==> config.mk <==
export PLATFORM = sky130hd
export DESIGN_NAME = led_blink_flash_controller_top_flat
export DESIGN_NICKNAME = d
export VERILOG_FILES = /design/src/rtl/core/lbfc_pkg.sv /design/src/rtl/core/lbfc_in_if.sv /design/src/rtl/core/lbfc_out_if.sv /design/src/rtl/core/lbfc_channel.sv /design/src/rtl/core/led_blink_flash_controller_top.sv /design/src/flat_wrapper.sv
export SDC_FILE = /design/constraint.sdc
export NUM_CORES = 1
export LEC_CHECK = 0
export ABC_AREA = 1
export BUFFER_PORTS_ARGS = -buffer_cell sky130_fd_sc_hd__buf_4
export CORE_MARGIN = 1
export CORE_UTILIZATION = 45
export CTS_CLUSTER_SIZE = 10
export DETAILED_ROUTE_END_ITERATION = 10
export PLACE_DENSITY = 0.63
export SYNTH_ARGS = -nofsm -noshare
export SYNTH_HDL_FRONTEND = slang
export SYNTH_SLANG_ARGS = --single-unit
==> constraint.sdc <==
create_clock -name i_clk -period 7.6 [get_ports i_clk]
set_input_delay 0.76 -clock i_clk [delete_from_list [all_inputs] [get_ports i_clk]]
set_output_delay 0.76 -clock i_clk [all_outputs]
set_load 0.03 [all_outputs]
==> src/rtl/core/lbfc_pkg.sv <==
// Types and constants for the LED blink and flash controller
package lbfc_pkg;

    localparam int NUM_LEDS_DEF      = 4;
    localparam int DURATION_BITS_DEF = 16;

    localparam int PIN_W      = 4;
    localparam int IDX_W      = 2;
    localparam int FIELD_W    = 16;
    localparam int TIME_W     = 32;
    localparam int CFG_DATA_W = 16;
    localparam int CFG_IDX_W  = 2;

    localparam logic [15:0] THROTTLE_RST = 16'd200;
    localparam logic [3:0]  EXEMPT_RST   = 4'b0001;
    localparam logic [3:0]  BLOCKED_RST  = 4'b0100;
    localparam logic        LEVEL_RST    = 1'b0;

    typedef enum logic [CFG_IDX_W-1:0] {
        CFG_THROTTLE = 2'd0,
        CFG_EXEMPT   = 2'd1,
        CFG_BLOCKED  = 2'd2,
        CFG_LEVEL    = 2'd3
    } t_cfg_idx;

    typedef enum logic [1:0] {
        BASE_DARK   = 2'd0,
        BASE_STEADY = 2'd1,
        BASE_CYCLE  = 2'd2
    } t_mode;

    typedef enum logic [1:0] {
        KIND_OFF   = 2'd0,
        KIND_ON    = 2'd1,
        KIND_BLINK = 2'd2,
        KIND_FLASH = 2'd3
    } t_kind;

    typedef struct packed {
        logic  step;
        logic  tick;
        logic  hit;
        t_kind kind;
    } t_chan_ctl;

endpackage

==> src/rtl/core/lbfc_in_if.sv <==
// Input channel: tick or command beats
interface lbfc_in_if;
    logic        valid;
    logic        ready;
    logic        op;
    logic [1:0]  led_index;
    logic [1:0]  command_kind;
    logic [15:0] period_time;
    logic [15:0] on_time;

    modport source (output valid, op, led_index, command_kind, period_time, on_time,
                    input ready);
    modport sink   (input valid, op, led_index, command_kind, period_time, on_time,
                    output ready);
endinterface

==> src/rtl/core/lbfc_out_if.sv <==
// Result channel: pin levels and command status
interface lbfc_out_if;
    logic       valid;
    logic       ready;
    logic [3:0] pin_levels;
    logic       accepted;

    modport source (output valid, pin_levels, accepted, input ready);
    modport sink   (input valid, pin_levels, accepted, output ready);
endinterface

==> src/rtl/core/lbfc_channel.sv <==
// Per-LED mode, blink countdown and flash overlay state
module lbfc_channel #(
    parameter int DURATION_BITS = lbfc_pkg::DURATION_BITS_DEF
) (
    input  logic                     i_clk,
    input  logic                     i_rst_n,
    input  lbfc_pkg::t_chan_ctl      i_ctl,
    input  logic [DURATION_BITS-1:0] i_period,
    input  logic [DURATION_BITS-1:0] i_on_time,
    output logic                     o_next_lit
);
    import lbfc_pkg::*;

    t_mode                    r_mode,  n_mode;
    logic [DURATION_BITS-1:0] r_per,   n_per;
    logic [DURATION_BITS-1:0] r_on,    n_on;
    logic [DURATION_BITS-1:0] r_brem,  n_brem;
    logic                     r_blit,  n_blit;
    logic                     r_fact,  n_fact;
    logic [DURATION_BITS-1:0] r_frem,  n_frem;

    always_comb begin
        n_mode = r_mode;
        n_per  = r_per;
        n_on   = r_on;
        n_brem = r_brem;
        n_blit = r_blit;
        n_fact = r_fact;
        n_frem = r_frem;

        if (i_ctl.tick) begin
            if (n_brem != '0) n_brem = n_brem - 1'b1;
            if (n_frem != '0) n_frem = n_frem - 1'b1;
        end

        if (i_ctl.hit) begin
            case (i_ctl.kind)
                KIND_OFF: begin
                    n_mode = BASE_DARK;
                    n_fact = 1'b0;
                end
                KIND_ON: begin
                    n_mode = BASE_STEADY;
                    n_fact = 1'b0;
                end
                KIND_BLINK: begin
                    n_mode = BASE_CYCLE;
                    n_per  = i_period;
                    n_on   = i_on_time;
                    n_blit = 1'b1;
                    n_brem = i_on_time;
                    n_fact = 1'b0;
                end
                default: begin
                    n_fact = 1'b1;
                    n_frem = i_on_time;
                end
            endcase
        end

        // expiry pass
        if (n_fact && n_frem == '0) n_fact = 1'b0;
        if (n_mode == BASE_CYCLE && !n_fact && n_brem == '0) begin
            n_blit = !n_blit;
            if (n_blit)            n_brem = n_on;
            else if (n_per > n_on) n_brem = n_per - n_on;
            else                   n_brem = '0;
        end

        o_next_lit = n_fact || n_mode == BASE_STEADY || (n_mode == BASE_CYCLE && n_blit);
    end

    always_ff @(posedge i_clk) begin
        if (!i_rst_n) begin
            r_mode <= BASE_DARK;
            r_per  <= '0;
            r_on   <= '0;
            r_brem <= '0;
            r_blit <= 1'b0;
            r_fact <= 1'b0;
            r_frem <= '0;
        end else if (i_ctl.step) begin
            r_mode <= n_mode;
            r_per  <= n_per;
            r_on   <= n_on;
            r_brem <= n_brem;
            r_blit <= n_blit;
            r_fact <= n_fact;
            r_frem <= n_frem;
        end
    end

endmodule

==> src/rtl/core/led_blink_flash_controller_top.sv <==
// A result beat is registered and appears in the cycle after its input beat is accepted.
// Throughput: one beat per cycle unless the result stalls; the whole step is one
// pass from the state registers and the accepted beat into the result register.
// Reset: synchronous active low; clears time, channel state and history,
// and loads the register defaults (throttle 200 ticks, LED 0 exempt, LED 2 blocked).
module led_blink_flash_controller_top #(
    parameter int NUM_LEDS      = lbfc_pkg::NUM_LEDS_DEF,
    parameter int DURATION_BITS = lbfc_pkg::DURATION_BITS_DEF
) (
    input  logic                                i_clk,
    input  logic                                i_rst_n,
    lbfc_in_if.sink                             i_item,
    lbfc_out_if.source                          o_result,
    input  logic                                i_cfg_we,
    input  logic [lbfc_pkg::CFG_IDX_W-1:0]      i_cfg_index,
    input  logic [lbfc_pkg::CFG_DATA_W-1:0]     i_cfg_data
);
    import lbfc_pkg::*;

    logic [15:0]       r_throttle;
    logic [3:0]        r_exempt;
    logic [3:0]        r_blocked;
    logic              r_level;

    logic [TIME_W-1:0] r_time;
    logic [TIME_W-1:0] r_last [NUM_LEDS];
    logic [NUM_LEDS-1:0] r_last_vld;

    logic              r_out_valid;
    logic [PIN_W-1:0]  r_pins, n_pins;
    logic              r_acc;

    logic              beat;
    logic              is_cmd;
    logic [NUM_LEDS-1:0] sel;
    logic [NUM_LEDS-1:0] hit;
    logic              led_ok;
    logic [TIME_W-1:0] last_sel;
    logic              vld_sel;
    logic [TIME_W-1:0] elapsed;
    logic              cmd_ok;
    logic [NUM_LEDS-1:0] next_lit;
    logic [DURATION_BITS-1:0] dur_period;
    logic [DURATION_BITS-1:0] dur_on;

    assign i_item.ready = !r_out_valid || o_result.ready;
    assign beat   = i_item.valid && i_item.ready;
    assign is_cmd = i_item.op;

    assign dur_period = DURATION_BITS'(i_item.period_time);
    assign dur_on     = DURATION_BITS'(i_item.on_time);

    always_comb begin
        last_sel = '0;
        vld_sel  = 1'b0;
        for (int i = 0; i < NUM_LEDS; i++) begin
            sel[i] = (32'(i_item.led_index) == i);
            if (sel[i]) begin
                last_sel = last_sel | r_last[i];
                vld_sel  = vld_sel | r_last_vld[i];
            end
        end
        led_ok  = |sel;
        elapsed = r_time - last_sel;
        cmd_ok  = led_ok && !r_blocked[i_item.led_index]
                  && !(!r_exempt[i_item.led_index] && vld_sel
                       && elapsed < TIME_W'(r_throttle));
        hit = (beat && is_cmd && cmd_ok) ? sel : '0;
    end

    for (genvar g = 0; g < NUM_LEDS; g++) begin : g_chan
        t_chan_ctl ctl;
        always_comb begin
            ctl.step = beat;
            ctl.tick = beat && !is_cmd;
            ctl.hit  = hit[g];
            ctl.kind = t_kind'(i_item.command_kind);
        end
        lbfc_channel #(.DURATION_BITS(DURATION_BITS)) u_chan (
            .i_clk      (i_clk),
            .i_rst_n    (i_rst_n),
            .i_ctl      (ctl),
            .i_period   (dur_period),
            .i_on_time  (dur_on),
            .o_next_lit (next_lit[g])
        );
    end

    for (genvar p = 0; p < PIN_W; p++) begin : g_pin
        if (p < NUM_LEDS) begin : g_led
            assign n_pins[p] = (next_lit[p] && !r_blocked[p]) ? r_level : !r_level;
        end else begin : g_none
            assign n_pins[p] = !r_level;
        end
    end

    always_ff @(posedge i_clk) begin
        if (!i_rst_n) begin
            r_throttle <= THROTTLE_RST;
            r_exempt   <= EXEMPT_RST;
            r_blocked  <= BLOCKED_RST;
            r_level    <= LEVEL_RST;
        end else if (i_cfg_we) begin
            unique case (t_cfg_idx'(i_cfg_index))
                CFG_THROTTLE: r_throttle <= i_cfg_data[15:0];
                CFG_EXEMPT:   r_exempt   <= i_cfg_data[3:0];
                CFG_BLOCKED:  r_blocked  <= i_cfg_data[3:0];
                CFG_LEVEL:    r_level    <= i_cfg_data[0];
                default:      ;
            endcase
        end
    end

    always_ff @(posedge i_clk) begin
        if (!i_rst_n) begin
            r_time     <= '0;
            r_last_vld <= '0;
            for (int i = 0; i < NUM_LEDS; i++) r_last[i] <= '0;
        end else if (beat) begin
            if (!is_cmd) r_time <= r_time + 1'b1;
            for (int i = 0; i < NUM_LEDS; i++) begin
                if (hit[i]) begin
                    r_last[i]     <= r_time;
                    r_last_vld[i] <= 1'b1;
                end
            end
        end
    end

    always_ff @(posedge i_clk) begin
        if (!i_rst_n) begin
            r_out_valid <= 1'b0;
        end else if (beat) begin
            r_out_valid <= 1'b1;
        end else if (o_result.ready) begin
            r_out_valid <= 1'b0;
        end
    end

    always_ff @(posedge i_clk) begin
        if (beat) begin
            r_pins <= n_pins;
            r_acc  <= |hit;
        end
    end

    assign o_result.valid      = r_out_valid;
    assign o_result.pin_levels = r_pins;
    assign o_result.accepted   = r_acc;

endmodule

==> src/flat_wrapper.sv <==
// flat-port wrapper written by rule: the top's interface ports become plain ports
module led_blink_flash_controller_top_flat import lbfc_pkg::*;
#(
    parameter int NUM_LEDS      = lbfc_pkg::NUM_LEDS_DEF,
    parameter int DURATION_BITS = lbfc_pkg::DURATION_BITS_DEF
)
  (i_clk, i_rst_n, i_cfg_we, i_cfg_index, i_cfg_data, i_item_valid, i_item_op, i_item_led_index, i_item_command_kind, i_item_period_time, i_item_on_time, i_item_ready, o_result_valid, o_result_pin_levels, o_result_accepted, o_result_ready);
  lbfc_in_if i_item_i ();
  lbfc_out_if o_result_i ();
  input  logic i_clk;
  input  logic i_rst_n;
  input  logic i_cfg_we;
  input  logic [lbfc_pkg::CFG_IDX_W-1:0] i_cfg_index;
  input  logic [lbfc_pkg::CFG_DATA_W-1:0] i_cfg_data;
  input wire logic [$bits(i_item_i.valid)-1:0] i_item_valid;
  input wire logic [$bits(i_item_i.op)-1:0] i_item_op;
  input wire logic [$bits(i_item_i.led_index)-1:0] i_item_led_index;
  input wire logic [$bits(i_item_i.command_kind)-1:0] i_item_command_kind;
  input wire logic [$bits(i_item_i.period_time)-1:0] i_item_period_time;
  input wire logic [$bits(i_item_i.on_time)-1:0] i_item_on_time;
  output wire logic [$bits(i_item_i.ready)-1:0] i_item_ready;
  output wire logic [$bits(o_result_i.valid)-1:0] o_result_valid;
  output wire logic [$bits(o_result_i.pin_levels)-1:0] o_result_pin_levels;
  output wire logic [$bits(o_result_i.accepted)-1:0] o_result_accepted;
  input wire logic [$bits(o_result_i.ready)-1:0] o_result_ready;
  assign i_item_i.valid = i_item_valid;
  assign i_item_i.op = i_item_op;
  assign i_item_i.led_index = i_item_led_index;
  assign i_item_i.command_kind = i_item_command_kind;
  assign i_item_i.period_time = i_item_period_time;
  assign i_item_i.on_time = i_item_on_time;
  assign i_item_ready = i_item_i.ready;
  assign o_result_valid = o_result_i.valid;
  assign o_result_pin_levels = o_result_i.pin_levels;
  assign o_result_accepted = o_result_i.accepted;
  assign o_result_i.ready = o_result_ready;
  led_blink_flash_controller_top #(.NUM_LEDS(NUM_LEDS), .DURATION_BITS(DURATION_BITS)) u_core (.i_clk(i_clk), .i_rst_n(i_rst_n), .i_item(i_item_i), .o_result(o_result_i), .i_cfg_we(i_cfg_we), .i_cfg_index(i_cfg_index), .i_cfg_data(i_cfg_data));
endmodule
==> results.txt <==
----------------------------------------------------
[Status]
  Status ... finished clean

[Clock tree]
  Number of buffers between clock root and the deepest sink ... 3
  Number of clock sinks seen by CTS ... about 470
  Number of levels in the clock H-tree ... 2
  Number of buffers inserted for hold repair after clock tree synthesis ... 0
  Clock Latency Late Sink ... 0.63 ns
  CTS tree ... built
  Root buf cell ... clkbuf_16
  CTS clk-pin slew, worst paths ... about 0.06 ns
  Num CTS Buffers ... 57

[Placement]
  Standard cell area after detailed placement ... 32600 um^2
  Count of input and output buffers ... 66
  HPWL reported at the end of detailed placement ... roughly 75 mm
  Placed instance count ... 5632
  Final Wtd Congestion ... around 0.95

[GRT]
  Initial antenna violation count ... 3
  Final global-route overflow total ... 0
  First-pass GRT wire length ... between 150 and 200 mm
  Number of global-route vias before repair ... 28200
  Global-route usage over all layers ... 0.284
  Pin count of the biggest net entering global routing ... 118

[Worst setup path]
  Crit path from ... i_item_led_index[0]
  Critical Setup Path Class ... primary input to flip-flop
  Register-to-Register Setup Slack ... 0.91 ns
  Nature of the critical path endpoint ... flip-flop
  Worst setup path endpoint ... u_core.g_chan[2].u_chan.r_brem[15]
  Crit Path Max Fanout ... 32
  Crit path required time ... 8.18 ns
  Reg-to-Reg Start ... u_core.r_last[0][4]
  Cell at the slowest stage of the critical path ... ha_1
  RR Endpoint ... u_core.g_chan[2].u_chan.r_brem[15]
  Crit start category ... primary input
  Worst-case reg-to-reg path depth ... 41
  Maximum cell stage delay along the critical path ... 0.36 ns
  Crit path arrival time ... 7.44 ns
  Cell seen most often among critical-path stages ... nand2_1

[Logic synthesis]
  Number of library cell types mapped by synthesis ... 64
  Net count after synthesis ... 4910
  Number of enable-type register cells in the synthesized netlist ... 133
  Count of mapped cells out of synthesis ... 4725
  Library cell occupying the most area in the post-synthesis netlist ... dfxtp_1
  FFs w/ async S/R, synth ... 0
  Register bit total from synthesis ... approximately 470
  Fraction of post-synthesis cell area in the top cell type by area ... 0.215
  Largest cells by area after synthesis ... dfxtp_1 21%, nand2_1 13%, edfxtp_1 13%
  Most common cell in the netlist ... nand2_1
  Avg Inst Size Synth ... 6.60 um^2
  Most instantiated cells after synthesis ... 1099 x nand2_1, 783 x inv_1, 754 x nor2_1
  Number of warnings reported in the yosys synthesis log ... 0
  Main synth FF type ... dfxtp_1
  Syn Std Cell Area ... 31200 um^2
  Sequential fraction of the synthesis area ... 0.343

[Detailed routing]
  Vias per cell ... 5.22
  Drc violations ... 0
  Length of routed wiring on met1 ... between 40 and 50 mm
  Routed length on met3 ... between 6 and 7 mm
  Top Layer Used ... met4
  Pre-Repair DR Iteration Count ... 7
  Routed wire length per instance ... 17.5 um
  Final Routed Wirelength ... 101 mm
  Detail Route met2 WL ... 44.8 mm
  Antenna-violating nets left ... 0
  Count of vias placed by the detailed router ... ~30000
  Number of violations reported at the end of detailed-routing iteration 0 ... 2543

[Floorplanning]
  Die H ... 265 um
  Die span in x ... roughly 270 um
  Floorplan Core Area ... slightly below 70000 um^2
  Starting utilization of the core area ... 0.454
  Floorplan die area ... 70300 um^2
  Number of standard-cell rows in the floorplan ... 96
  Number of top-level design ports ... 67

[Pwr]
  Power density relative to cell area ... around 240 nW/um^2
  Net switching power of the design ... 3040 uW
  Highest ir drop seen on vdd ... between 0.15 and 0.2 mV
  Relative contribution of combinational cells to total power ... 0.329
  Total leakage power ... 0.0165 uW
  Cell internal pwr ... 5260 uW
  Seq pwr share ... 0.356
  Clock network fraction of design power ... 0.314
  Switching part of the total power ... 0.366

[Cells and area]
  Post-route design area ... between 30000 and 40000 um^2
  Cell Count, Final, Fillers Out ... between 5000 and 6000
  Layout cell share with drive strength beyond 1 ... 0.0637
  Area growth syn-to-layout ... 10.5%
  Total number of nets in the final design ... about 5000
  Core utilization of the finished layout ... 0.502

[Timing]
  Setup repair after global routing missed its margin ... no
  Period utilisation layout ... 0.902
  Final Skew ... 0.0201 ns
  Fin crit period ... 6.86 ns
  Slew of the pin with the lowest slew margin ... about 1 ns
  Final Hold Viols ... 0
  Worst slew margin relative to its limit ... 0.314
  Fmax ... 146 MHz
  Final setup fails ... 0
  Number of slew-limit violations in the final report ... 0

[Hold path]
  Path category of the worst min-delay check ... primary input to flip-flop

[Job]
  Max-capacitance violation count ... 0

----------------------------------------------------
critical path, delay by kind of cell:
family | cells | cell delay [ns]
AOI/OAI and AO/OA | 11 | 2.10
and+or+nand+nor | 20 | 2.24
adders and majority gates | 3 | 1.02
xor gates and xnor gates | 1 | 0.15
buffers and inverters | 8 | 0.86
muxes | 1 | 0.26
stage by stage:
stage / total power (uW) / hold slack [ns] / worst slack (ns) / TNS [ns]
floorplan: 5020 / 0.423 / 0.0409 / 0
global placement: 5680 / 0.436 / 0.0615 / 0
detailed placement: 5690 / 0.456 / -0.0786 / -0.498
CTS: 8310 / 0.345 / 0.571 / 0
global route: 8850 / 0.381 / 0.0174 / 0
finish: 8300 / 0.374 / 0.741 / 0
cell usage in the layout, fill, tap and decap left out, types with 24 or more instances in the layout:
cell | Yosys | routed
nor4_1 | 24 | 24
o21ai_0 | 263 | 263
a221oi_1 | 29 | 29
o21ai_1 | 37 | 37
ha_1 | 120 | 120
nor3_1 | 82 | 82
clkbuf_1 | 96 | 27
edfxtp_1 | 133 | 133
dfxtp_1 | 334 | 334
a21oi_1 | 221 | 221
nand4_1 | 72 | 72
a22o_1 | 31 | 31
clkbuf_16 | 0 | 57
buf_4 | 9 | 122
xor2_1 | 118 | 118
xnor2_1 | 30 | 30
nand2_1 | 1099 | 1099
nand3_1 | 174 | 174
nor2_1 | 754 | 753
o22ai_1 | 51 | 51
inv_1 | 783 | 782
cells by family (layout without fill, tap and decap cells):
kind of cell    after synthesis  in the layout  share of synthesized area
mux                          17             17                    0.00546
fa+ha+maj                   125            125                     0.0514
simple gates               2295           2295                      0.307
buf+inv                     956           1037                      0.119
flops                       467            467                      0.343
compound gates              717            717                      0.133
xor+xnor                    148            148                     0.0416
other cells                   0              2                          0
flip-flops by register name, indices dropped and copies added (netlist names), 4 cells and up:
name and flops:
u_core.r_exempt 4, u_core.g_chan.u_chan.r_per 64, u_core.r_time 32, u_core.g_chan.u_chan.r_on 64, u_core.g_chan.u_chan.r_mode 8, u_core.r_last_vld 4
u_core.r_last 128, u_core.g_chan.u_chan.r_blit 4, u_core.o_result.pin_levels 4, u_core.r_throttle 16, u_core.g_chan.u_chan.r_brem 64, u_core.g_chan.u_chan.r_fact 4
u_core.r_blocked 4, u_core.g_chan.u_chan.r_frem 64
layer usage:
layer	track usage	vias up
met4	0.113	0
met5	0	-
met1	0.382	13700
met3	0.0360	190
met2	0.461	957
li1	-	15100
worst min-delay path by stage:
stage	from	endpoint	depth (start not counted)
global route	i_cfg_data[7]	u_core.r_throttle[7]	3
global placement	u_core.r_last_vld[0]	u_core.r_last_vld[0]	2
floorplan	u_core.r_last_vld[0]	u_core.r_last_vld[0]	2
CTS	i_cfg_data[7]	u_core.r_throttle[7]	3
detailed placement	u_core.r_last_vld[0]	u_core.r_last_vld[0]	2
finish	i_cfg_data[7]	u_core.r_throttle[7]	3
cell type report:
| cell class | count | area [um^2] |
|---|---|---|
| Antenna cell | 2 | 5.00 |
| Sequential cell | 467 | 10700 |
| Clock inverter | 11 | 128 |
| Inverter | 808 | 3040 |
| Tap cell | 931 | 1160 |
| Multi-Input combinational cell | 3302 | 16800 |
| Clock buffer | 91 | 1620 |
| Timing Repair Buffer | 127 | 1020 |
| Fill cell | 7100 | 34100 |
power by group through the flow:
stage / registers, uW / clock network (uW) / logic [uW]
6_report: 2960 / 2610 / 2740
5_1_grt: 2980 / 2760 / 3110
4_1_cts: 2950 / 2650 / 2710
3_5_place_dp: 3000 / 0 / 2690
3_3_place_gp: 3000 / 0 / 2670
2_1_floorplan: 2960 / 0 / 2060
timing repair:
action | in CTS | in global routing
endpoints found under the setup margin | 0 | 14
setup buffers | 0 | 3
resized for setup | 0 | 1
Power figures use the tool's default switching activity.
